### src/ssad_pkg.sv
// ----------------------------------------------------------------------------
// Slot select address decoder package
// Shared types, codes and helpers for the slot select address decoder.
// ----------------------------------------------------------------------------
`default_nettype none

package ssad_pkg;

	localparam logic [2:0] MODE_READ       = 3'd0;
	localparam logic [2:0] MODE_WRITE      = 3'd1;
	localparam logic [2:0] MODE_BANK_SEL   = 3'd2;
	localparam logic [2:0] MODE_MAP_PAGE   = 3'd3;
	localparam logic [2:0] MODE_REG_RANGE  = 3'd4;
	localparam logic [2:0] MODE_UNREG      = 3'd5;

	localparam logic [2:0] ROUTE_SSR  = 3'd0;
	localparam logic [2:0] ROUTE_MEM  = 3'd1;
	localparam logic [2:0] ROUTE_DEV  = 3'd2;
	localparam logic [2:0] ROUTE_HOOK = 3'd3;
	localparam logic [2:0] ROUTE_NONE = 3'd4;

	localparam logic CFG_EXPANDED  = 1'b0;
	localparam logic CFG_ZERO_HOOK = 1'b1;

	localparam int TBL_DEPTH = 128;

	typedef struct packed {
		logic [3:0] count;
		logic [2:0] start;
		logic       dev_wr;
		logic       dev;
		logic       wr;
		logic       rd;
	} entry_t;

	localparam entry_t ENTRY_RESET = '{count: 4'd0, start: 3'd0, dev_wr: 1'b0,
		dev: 1'b0, wr: 1'b1, rd: 1'b0};

	typedef enum logic [1:0] {
		S_IDLE,
		S_EVAL,
		S_READ,
		S_DONE
	} state_t;

	typedef struct packed {
		logic load;
		logic rd_input;
		logic rd_loop;
		logic emit_access;
		logic tbl_step;
		logic advance;
		logic emit_none;
	} cmd_t;

	typedef struct packed {
		logic in_mem;
		logic is_access;
		logic loop_more;
		logic out_free;
	} status_t;

	function automatic logic [6:0] tbl_index(logic [1:0] ps, logic [1:0] ss, logic [2:0] pg);
		return {ps, ss, pg};
	endfunction

	function automatic logic [1:0] sub_field(logic [7:0] v, logic [1:0] b);
		logic [1:0] r;
		unique case (b)
			2'd0: r = v[1:0];
			2'd1: r = v[3:2];
			2'd2: r = v[5:4];
			default: r = v[7:6];
		endcase
		return r;
	endfunction

endpackage

`default_nettype wire

### src/ssad_ctrl.sv
// ----------------------------------------------------------------------------
// Slot select address decoder controller
// Sequences acceptance, table lookups, table range walks and result hand-off.
// ----------------------------------------------------------------------------
`default_nettype none

module ssad_ctrl
	import ssad_pkg::*;
(
	input  wire logic    clk,
	input  wire logic    arst_n,
	input  wire logic    s_tvalid,
	output logic         s_tready,
	input  wire status_t status,
	output cmd_t         cmd
);

	state_t state_q;
	state_t state_d;

	always_ff @(posedge clk or negedge arst_n) begin
		if (!arst_n) begin
			state_q <= S_IDLE;
		end else begin
			state_q <= state_d;
		end
	end

	always_comb begin
		state_d  = state_q;
		cmd      = '0;
		s_tready = 1'b0;
		unique case (state_q)
			S_IDLE: begin
				s_tready = 1'b1;
				if (s_tvalid) begin
					cmd.load     = 1'b1;
					cmd.rd_input = 1'b1;
					state_d      = status.in_mem ? S_EVAL : S_DONE;
				end
			end
			S_EVAL: begin
				if (status.is_access) begin
					if (status.out_free) begin
						cmd.emit_access = 1'b1;
						state_d         = S_IDLE;
					end
				end else begin
					cmd.tbl_step = 1'b1;
					if (status.loop_more) begin
						cmd.advance = 1'b1;
						state_d     = S_READ;
					end else begin
						state_d = S_DONE;
					end
				end
			end
			S_READ: begin
				cmd.rd_loop = 1'b1;
				state_d     = S_EVAL;
			end
			S_DONE: begin
				if (status.out_free) begin
					cmd.emit_none = 1'b1;
					state_d       = S_IDLE;
				end
			end
			default: state_d = S_IDLE;
		endcase
	end

endmodule

`default_nettype wire

### src/ssad_datapath.sv
// ----------------------------------------------------------------------------
// Slot select address decoder datapath
// Holds slot state, the page table memory and the result register.
// ----------------------------------------------------------------------------
`default_nettype none

module ssad_datapath
	import ssad_pkg::*;
(
	input  wire logic        clk,
	input  wire logic        arst_n,
	input  wire logic        cfg_we,
	input  wire logic        cfg_index,
	input  wire logic [3:0]  cfg_data,
	input  wire logic [2:0]  mode,
	input  wire logic [15:0] address,
	input  wire logic [7:0]  write_value,
	input  wire logic [1:0]  bank,
	input  wire logic [1:0]  primary_slot,
	input  wire logic [1:0]  secondary_slot,
	input  wire logic [2:0]  page,
	input  wire logic        read_enable,
	input  wire logic        write_enable,
	input  wire logic [3:0]  page_count,
	input  wire logic        device_writable,
	input  wire cmd_t        cmd,
	output status_t          status,
	input  wire logic        m_tready,
	output logic             m_tvalid,
	output logic [2:0]       route,
	output logic [7:0]       read_data,
	output logic [1:0]       slot_out,
	output logic [1:0]       subslot_out,
	output logic [2:0]       page_out,
	output logic [15:0]      local_address
);

	logic [3:0]  expanded_q;
	logic        hook_en_q;
	logic [1:0]  bank_sel_q [4];
	logic [7:0]  ssr_q [4];

	logic [2:0]  mode_q;
	logic [15:0] addr_q;
	logic [7:0]  wval_q;
	logic [1:0]  ps_q;
	logic [1:0]  ss_q;
	logic [2:0]  pg_q;
	logic        rde_q;
	logic        wre_q;
	logic [3:0]  cnt_q;
	logic        dwr_q;
	logic [3:0]  k_q;
	logic [3:0]  n_q;

	entry_t                 mem_q [TBL_DEPTH];
	logic [TBL_DEPTH-1:0]   valid_q;
	entry_t                 rdata_q;
	logic                   rvalid_q;

	logic        out_valid_q;
	logic [2:0]  route_q;
	logic [7:0]  rdata_out_q;
	logic [1:0]  slot_q;
	logic [1:0]  sub_q;
	logic [2:0]  page_q;
	logic [15:0] loc_q;

	logic [1:0]  dsl_in;
	logic [1:0]  dss_in;
	logic [6:0]  idx_in;
	logic [6:0]  idx_loop;
	logic [6:0]  rd_idx;
	logic        mem_rd;
	logic        mem_we;
	entry_t      wdata;

	logic [1:0]  abank;
	logic [1:0]  dsl;
	logic [1:0]  dss;
	logic [1:0]  dss_new;
	logic [1:0]  top;
	logic        ssr_hit;
	logic [7:0]  sub_val;
	entry_t      ent;
	logic [15:0] devloc;
	logic [2:0]  a_route;
	logic [7:0]  a_rdata;
	logic [1:0]  a_sub;
	logic [15:0] a_loc;
	logic        is_access;
	logic [3:0]  n_eff;
	logic [3:0]  limit;
	logic [3:0]  next_k;
	logic [4:0]  pg_next;

	// Index for the lookup issued in the accept cycle.
	always_comb begin
		dsl_in = bank_sel_q[address[15:14]];
		dss_in = expanded_q[dsl_in] ? sub_field(ssr_q[dsl_in], address[15:14]) : 2'd0;
		if (mode == MODE_READ || mode == MODE_WRITE) begin
			idx_in = tbl_index(dsl_in, dss_in, address[15:13]);
		end else begin
			idx_in = tbl_index(primary_slot, secondary_slot, page);
		end
	end

	assign idx_loop = tbl_index(ps_q, ss_q, pg_q + k_q[2:0]);
	assign rd_idx   = cmd.rd_input ? idx_in : idx_loop;
	assign mem_rd   = cmd.rd_input || cmd.rd_loop;

	always_ff @(posedge clk) begin
		if (mem_rd) begin
			rdata_q <= mem_q[rd_idx];
		end
		if (mem_we) begin
			mem_q[idx_loop] <= wdata;
		end
	end

	always_ff @(posedge clk or negedge arst_n) begin
		if (!arst_n) begin
			valid_q  <= '0;
			rvalid_q <= 1'b0;
		end else begin
			if (mem_rd) begin
				rvalid_q <= valid_q[rd_idx];
			end
			if (mem_we) begin
				valid_q[idx_loop] <= 1'b1;
			end
		end
	end

	assign ent = rvalid_q ? rdata_q : ENTRY_RESET;

	// Access decode from the latched address.
	always_comb begin
		abank   = addr_q[15:14];
		dsl     = bank_sel_q[abank];
		dss     = expanded_q[dsl] ? sub_field(ssr_q[dsl], abank) : 2'd0;
		top     = bank_sel_q[3];
		ssr_hit = (addr_q == 16'hFFFF) && expanded_q[top];
		sub_val = (dsl == top) ? wval_q : ssr_q[dsl];
		dss_new = expanded_q[dsl] ? sub_field(sub_val, abank) : 2'd0;
		devloc  = addr_q - {ent.start, 13'd0};
		a_rdata = 8'hFF;
		a_sub   = dss;
		a_loc   = 16'd0;
		a_route = ROUTE_NONE;
		if (mode_q == MODE_READ) begin
			priority if (ssr_hit) begin
				a_route = ROUTE_SSR;
				a_rdata = ~ssr_q[top];
			end else if (ent.rd) begin
				a_route = ROUTE_MEM;
				a_loc   = {3'd0, addr_q[12:0]};
			end else if (ent.dev) begin
				a_route = ROUTE_DEV;
				a_loc   = devloc;
			end else begin
				a_route = ROUTE_NONE;
			end
		end else begin
			priority if (ssr_hit) begin
				a_route = ROUTE_SSR;
				a_sub   = dss_new;
			end else if (addr_q == 16'd0 && hook_en_q) begin
				a_route = ROUTE_HOOK;
			end else if (ent.wr) begin
				a_route = ROUTE_MEM;
				a_loc   = {3'd0, addr_q[12:0]};
			end else if (ent.dev && ent.dev_wr) begin
				a_route = ROUTE_DEV;
				a_loc   = devloc;
			end else begin
				a_route = ROUTE_NONE;
			end
		end
	end

	// Table update for map, register and unregister operations.
	always_comb begin
		is_access = (mode_q == MODE_READ) || (mode_q == MODE_WRITE);
		n_eff     = (k_q == 4'd0) ? ent.count : n_q;
		limit     = (mode_q == MODE_REG_RANGE) ? cnt_q : n_eff;
		next_k    = k_q + 4'd1;
		pg_next   = {2'd0, pg_q} + {1'b0, next_k};
		wdata     = ent;
		mem_we    = 1'b0;
		unique case (mode_q)
			MODE_MAP_PAGE: begin
				wdata.rd = rde_q;
				wdata.wr = wre_q;
				mem_we   = cmd.tbl_step;
			end
			MODE_REG_RANGE: begin
				if (k_q == 4'd0) begin
					wdata.count = cnt_q;
				end
				if (k_q < cnt_q) begin
					wdata.dev    = 1'b1;
					wdata.dev_wr = dwr_q;
					wdata.start  = pg_q;
				end
				mem_we = cmd.tbl_step;
			end
			MODE_UNREG: begin
				wdata  = ENTRY_RESET;
				mem_we = cmd.tbl_step && (k_q < n_eff);
			end
			default: begin
				mem_we = 1'b0;
			end
		endcase
	end

	always_comb begin
		status.in_mem    = (mode == MODE_READ) || (mode == MODE_WRITE) ||
			(mode == MODE_MAP_PAGE) || (mode == MODE_REG_RANGE) || (mode == MODE_UNREG);
		status.is_access = is_access;
		status.loop_more = ((mode_q == MODE_REG_RANGE) || (mode_q == MODE_UNREG)) &&
			(next_k < limit) && (pg_next < 5'd8);
		status.out_free  = !out_valid_q || m_tready;
	end

	always_ff @(posedge clk) begin
		if (cmd.load) begin
			mode_q <= mode;
			addr_q <= address;
			wval_q <= write_value;
			ps_q   <= primary_slot;
			ss_q   <= secondary_slot;
			pg_q   <= page;
			rde_q  <= read_enable;
			wre_q  <= write_enable;
			cnt_q  <= page_count;
			dwr_q  <= device_writable;
		end
		if (cmd.tbl_step && k_q == 4'd0) begin
			n_q <= ent.count;
		end
		if (cmd.emit_access) begin
			route_q     <= a_route;
			rdata_out_q <= a_rdata;
			slot_q      <= dsl;
			sub_q       <= a_sub;
			page_q      <= addr_q[15:13];
			loc_q       <= a_loc;
		end else if (cmd.emit_none) begin
			route_q     <= ROUTE_NONE;
			rdata_out_q <= 8'hFF;
			slot_q      <= 2'd0;
			sub_q       <= 2'd0;
			page_q      <= 3'd0;
			loc_q       <= 16'd0;
		end
	end

	always_ff @(posedge clk or negedge arst_n) begin
		if (!arst_n) begin
			expanded_q  <= '0;
			hook_en_q   <= 1'b0;
			bank_sel_q  <= '{default: 2'd0};
			ssr_q       <= '{default: 8'd0};
			k_q         <= '0;
			out_valid_q <= 1'b0;
		end else begin
			if (cfg_we) begin
				unique case (cfg_index)
					CFG_EXPANDED:  expanded_q <= cfg_data;
					CFG_ZERO_HOOK: hook_en_q  <= cfg_data[0];
					default:       hook_en_q  <= hook_en_q;
				endcase
			end
			if (cmd.load && mode == MODE_BANK_SEL) begin
				bank_sel_q[bank] <= primary_slot;
			end
			if (cmd.emit_access && mode_q == MODE_WRITE && ssr_hit) begin
				ssr_q[top] <= wval_q;
			end
			if (cmd.load) begin
				k_q <= '0;
			end else if (cmd.advance) begin
				k_q <= next_k;
			end
			if (cmd.emit_access || cmd.emit_none) begin
				out_valid_q <= 1'b1;
			end else if (m_tready) begin
				out_valid_q <= 1'b0;
			end
		end
	end

	assign m_tvalid      = out_valid_q;
	assign route         = route_q;
	assign read_data     = rdata_out_q;
	assign slot_out      = slot_q;
	assign subslot_out   = sub_q;
	assign page_out      = page_q;
	assign local_address = loc_q;

endmodule

`default_nettype wire

### src/slot_select_address_decoder.sv
// Reads and writes do a registered read of the page table memory on acceptance, then
// register the result once the output is free; only then is a new request accepted.
// Bank select and unused modes return route none; map page writes its entry first.
// Range register and unregister walk N pages (1 to 8), a table read and write per page.
// Reset: all banks select slot 0, subslot registers and config clear, and the
// whole page table reads at once as the reset entry (writable) through valid bits.
// ----------------------------------------------------------------------------
// Slot select address decoder
// Decodes CPU accesses to slot, subslot, page and route, and keeps the page table.
// ----------------------------------------------------------------------------
`default_nettype none

module slot_select_address_decoder
	import ssad_pkg::*;
(
	input  wire logic        clk,
	input  wire logic        arst_n,
	input  wire logic        cfg_we,
	input  wire logic        cfg_index,
	input  wire logic [3:0]  cfg_data,
	input  wire logic        s_tvalid,
	output logic             s_tready,
	// address[15:0], write_value[23:16], bank[25:24], primary_slot[27:26],
	// secondary_slot[29:28], page[32:30], read_enable[33], write_enable[34],
	// page_count[38:35], device_writable[39]
	input  wire logic [39:0] s_tdata,
	// mode[2:0]
	input  wire logic [2:0]  s_tuser,
	output logic             m_tvalid,
	input  wire logic        m_tready,
	// read_data[7:0], slot_out[9:8], subslot_out[11:10], page_out[14:12],
	// local_address[30:15], zero[31]
	output logic [31:0]      m_tdata,
	// route[2:0]
	output logic [2:0]       m_tuser
);

	cmd_t        cmd;
	status_t     status;
	logic [7:0]  read_data;
	logic [1:0]  slot_out;
	logic [1:0]  subslot_out;
	logic [2:0]  page_out;
	logic [15:0] local_address;

	ssad_ctrl u_ctrl (
		.clk      (clk),
		.arst_n   (arst_n),
		.s_tvalid (s_tvalid),
		.s_tready (s_tready),
		.status   (status),
		.cmd      (cmd)
	);

	ssad_datapath u_datapath (
		.clk             (clk),
		.arst_n          (arst_n),
		.cfg_we          (cfg_we),
		.cfg_index       (cfg_index),
		.cfg_data        (cfg_data),
		.mode            (s_tuser),
		.address         (s_tdata[15:0]),
		.write_value     (s_tdata[23:16]),
		.bank            (s_tdata[25:24]),
		.primary_slot    (s_tdata[27:26]),
		.secondary_slot  (s_tdata[29:28]),
		.page            (s_tdata[32:30]),
		.read_enable     (s_tdata[33]),
		.write_enable    (s_tdata[34]),
		.page_count      (s_tdata[38:35]),
		.device_writable (s_tdata[39]),
		.cmd             (cmd),
		.status          (status),
		.m_tready        (m_tready),
		.m_tvalid        (m_tvalid),
		.route           (m_tuser),
		.read_data       (read_data),
		.slot_out        (slot_out),
		.subslot_out     (subslot_out),
		.page_out        (page_out),
		.local_address   (local_address)
	);

	assign m_tdata = {1'b0, local_address, page_out, subslot_out, slot_out, read_data};

endmodule

`default_nettype wire
### config.mk
export PLATFORM = sky130hd
export DESIGN_NAME = slot_select_address_decoder
export DESIGN_NICKNAME = d
export VERILOG_FILES = /design/src/ssad_pkg.sv /design/src/ssad_ctrl.sv /design/src/ssad_datapath.sv /design/src/slot_select_address_decoder.sv
export SDC_FILE = /design/constraint.sdc
export NUM_CORES = 2
export LEC_CHECK = 0
export BUFFER_PORTS_ARGS = -buffer_cell sky130_fd_sc_hd__buf_4
export CAP_MARGIN = 30
export CORE_MARGIN = 10
export CORE_UTILIZATION = 29
export CTS_BUF_LIST = sky130_fd_sc_hd__clkbuf_4 sky130_fd_sc_hd__clkbuf_8
export DETAILED_ROUTE_END_ITERATION = 7
export PLACE_DENSITY = 0.47
export SLEW_MARGIN = 0
export SYNTH_ARGS = -nofsm -noshare
export SYNTH_HDL_FRONTEND = slang
export SYNTH_HIERARCHICAL = 1
export SYNTH_SLANG_ARGS = --single-unit
### constraint.sdc
create_clock -name clk -period 10.4 [get_ports clk]
set_clock_uncertainty 0.1 [all_clocks]
set_input_delay 2.6 -clock clk [delete_from_list [all_inputs] [get_ports clk]]
set_output_delay 2.6 -clock clk [all_outputs]
set_load 0.01 [all_outputs]
==> results list <==
- The run finished with clean final reports.
- Ranked by total cell area, the synthesized netlist is headed by edfxtp_1 66%, nand2_1 6.9%, dfrtp_1 6.6%, mux4_2 3.8%, nand3_1 2.7%.
- For the worst setup path, the data required time is 11040 ps.
* DRC marker count from the first detailed-route iteration: 3880
* Hold-critical path depth: 1
- Across all layers, the routed design uses 42800 vias.
- Clock tree synthesis inserted a total of 303 buffers.
- Cells fill 34.0% of the core in the end.
- Via density: 4.97
* Peak clock frequency supported by timing: 143 MHz
- R2r endpoint: u_datapath/rdata_q[9]
* Post-synthesis sequential area ratio: 72.4%
- In this run the worst path has a maximum fanout of 117.
- Clk Tree Root Cell: clkbuf_8
* Hold-critical path endpoint: u_datapath/valid_q[19]
- 90 I/O pins were placed.
- Number of global-route vias before repair: 41900
* Bufs on Longest Clock Path: 4
* Transition time of the tightest slew-check pin: 1020 ps
- TritonCTS clock tree: yes
* Proportion of register bits with asynchronous set or reset after synthesis: 10.8%
- By count the netlist is led by 1498 x edfxtp_1, 1256 x nand2_1, 374 x nand3_1.
* Slew margin rel.: 31.8%
- Unrepaired setup endpoints after global routing: false
* Worst reg2reg path depth: 13
* Syn. warnings: 6
- In the final routed layout, each cell accounts on average for 24.2 um.
- Cell type with the highest aggregate area in the netlist: edfxtp_1
* Overall Global Routing Usage: 15.7%
* Worst R2R Setup Slack: 4370 ps
* Setup-violating endpoint count in the final report: 0
- Floorplan Core Area: 235000 um2
* DRC Markers: 0
- Buffers added to address setup during post-CTS repair amount to 0.
- The congestion estimate from routability-driven global placement came to 0.777.
- Distinct cells, synth: 77
- Routed Antenna Nets: 0
- Worst Min Path Start: u_datapath/valid_q[19]
* Max-cap violations: 0
* Syn-to-layout area delta: 16.9%
- Worst EP arrival: 7640 ps
- The critical path contains buffers and inverters numbering 4 combined.
* Post-DP HPWL: 121000 um
* Most used standard cell by instance count after synthesis: edfxtp_1
- The smallest clock period supported by the final layout is computed as 7000 ps.
- After clock tree synthesis, the flow added hold-fix buffers numbering 0.
* Final worst slack: 3400 ps
- Antenna violations before repair: 16
* Nets@finish: 5314
* Summed negative setup slack over all endpoints: 0 ps
* Wire length of the first global-routing pass: 302000 um
- For this design the static power due to leakage is 28.5 nW.
- Start-to-end type of the worst setup path: in -> reg
- Gates resized during post-CTS repair numbered 0.
- Dpl cell area: 74000 um2
* Fraction of final layout cells sized beyond drive strength 1: 21.2%
- Placed insts: 8086
- Layer with the highest usage after global routing: met2
- Global routing used 24.2% of the available met2 tracks.
- Clock latency on the worst-skew pair, taken at its later pin, is 1050 ps.
* Aggregate routed wire length: 209000 um
- Before CTS, the worst setup slack after placement is 2370 ps.
* Crit path largest cell delay: 790 ps
- In the global route stage, met1 resource usage came out at 22.3%.
- Measured along the y axis, the die boundary spans 506 um.
- In this run the biggest area consumer among cell types represents 65.8% of the synthesized area.
* Die X: 506 um
- The count of pins over their slew limit is 0.
- Die Footprint: 256000 um2
* Net Count, Synth: 5022
- Starting utilization of the core area: 29.1%
* Synth Flop Type: edfxtp_1
- Cell-by-cell listing of the critical path: buf_4 > and2_4 > buf_4 > nor2b_1 > a31oi_4 > buf_12 > buf_12 > mux4_2 > nand2_1 > a21oi_1 > nor4_1 > nor2_1 > a32o_1
- Each instance of the synthesized netlist takes up on average 13.8 um2.
- Hold Path Class: reg -> reg
- Startpoint of the worst register-to-register path: u_ctrl/state_q[1]
- For this run, global-route usage on met3 was measured as 3.13%.
- Clock-pin slew on the worst setup and hold paths: 60 ps
- In this run, synthesis produced a sequential element count of 1679.
- Post-synth design cell area: 68400 um2
* First-pass detailed-route iteration total: 5
* Pin count of the biggest net entering global routing: 136
- The final hold violation count was 0.
- Counting flops with a built-in enable in the synthesized netlist gives 1498.
* Total number of clock tree sinks: 1679
- Category of the worst setup path capture point: register
* Post-Syn Instances: 4951
* Total chip power: 22.7 mW
- The total overflow left after global routing is 0.
- Power Dens Cells: 284 nW/um2
- Worst vdd ir: 0.255 mV
- The slowest stage of the critical path belongs to the cell a31oi_4.
- The worst setup path is launched from an input pin.
- The floorplan has 178 rows.
- After routing the design area is 79900 um2.
* Portion of the clock cycle consumed by the worst path in the final layout: 67.3%
* Final Hold Slack: 364 ps
* Total of buffers placed on input and output ports: 88
* Cell Count, Final, Fillers Out: 8623
- In this run the number of H-tree levels came out at 5.
* Gate family responsible for the most delay along the worst path: simple AND/OR/NAND/NOR gates
[metal layers]
metal  wire [um]  vias to the layer above
li1            -                    19100
met1       94200                    21900
met2       94700                     1481
met3       14100                      356
met4        5750                       10
met5          60                        -
[worst max path at each step]
stage                      start                endpoint  depth (start not counted)
2_1_floorplan  u_datapath/k_q[0]  u_datapath/mem_q[0][7]                          7
3_3_place_gp            s_tvalid   u_datapath/rdata_q[7]                         13
3_5_place_dp            s_tvalid   u_datapath/rdata_q[9]                         13
4_1_cts                 s_tvalid   u_datapath/rdata_q[9]                         13
5_1_grt                 s_tvalid   u_datapath/rdata_q[9]                         13
6_report                s_tvalid   u_datapath/rdata_q[9]                         13
[registers in the layout (all words and copies together), names as in the netlist, 6 cells and up]
signal / count
u_datapath/addr_q: 16
u_datapath/bank_sel_q: 6
u_datapath/local_address: 16
u_datapath/mem_q: 1408
u_datapath/rdata_q: 11
u_datapath/read_data: 8
u_datapath/ssr_q: 32
u_datapath/valid_q: 128
u_datapath/wval_q: 8
[layout by cell type (no fill, tap or decap), types with 13 or more instances in the layout]
| cell type | n |
|---|---|
| nand2_1 | 1253 |
| or2_2 | 130 |
| buf_6 | 13 |
| and2_1 | 25 |
| clkinv_1 | 46 |
| nand3_1 | 374 |
| mux2_2 | 70 |
| inv_1 | 21 |
| a311oi_1 | 138 |
| nand4_1 | 25 |
| mux2i_1 | 58 |
| a21oi_1 | 51 |
| mux4_2 | 114 |
| ha_1 | 16 |
| and3_1 | 135 |
| o21ai_0 | 49 |
| a31oi_1 | 48 |
| o31ai_1 | 20 |
| o211ai_1 | 44 |
| buf_12 | 13 |
| clkbuf_8 | 337 |
| clkinv_2 | 18 |
| clkbuf_4 | 112 |
| edfxtp_1 | 1498 |
| dfrtp_1 | 181 |
| buf_4 | 275 |
| nor2_1 | 157 |
[kinds of logic (layout without fill, tap and decap cells)]
group / after synthesis / in the layout / share of synthesized area [%]
mux: 242 / 242 / 5.75
compound gates: 458 / 458 / 4.95
fa+ha+maj: 18 / 18 / 0.351
simple gates: 2201 / 2201 / 14.4
buf+inv: 342 / 854 / 2.06
xor+xnor: 10 / 10 / 0.128
flops: 1679 / 1679 / 72.4
other cells: 1 / 11 / 0.00548
[power breakdown]
part / total (mW) / leakage [nW] / internal (mW) / switching, mW
clock: 6.18 / 3.14 / 3.45 / 2.73
combinational: 7.98 / 9.21 / 2.22 / 5.76
sequential: 8.52 / 16.2 / 8.32 / 0.197
[worst register-to-register path, delay by kind of cell, from the launching register on]
kind | cells | cell delay (ps)
AND/OR/NAND/NOR | 6 | 1950
buffers and inverters | 3 | 1430
AO/OA/AOI/OAI | 3 | 1240
multiplexers | 1 | 580
flip-flops | 1 | 500
[final cells by class]
cell class,instances,area (um2)
inverters,21,78.8
clock inverters,76,444
diodes,10,25.0
flip-flops and latches,1679,49500
clock buffers,449,5480
multi-input cells,2930,17800
well taps,3150,3940
repair buffers,308,2620
fillers,22900,155000
Note: power is estimated with default switching activity, not from simulation.
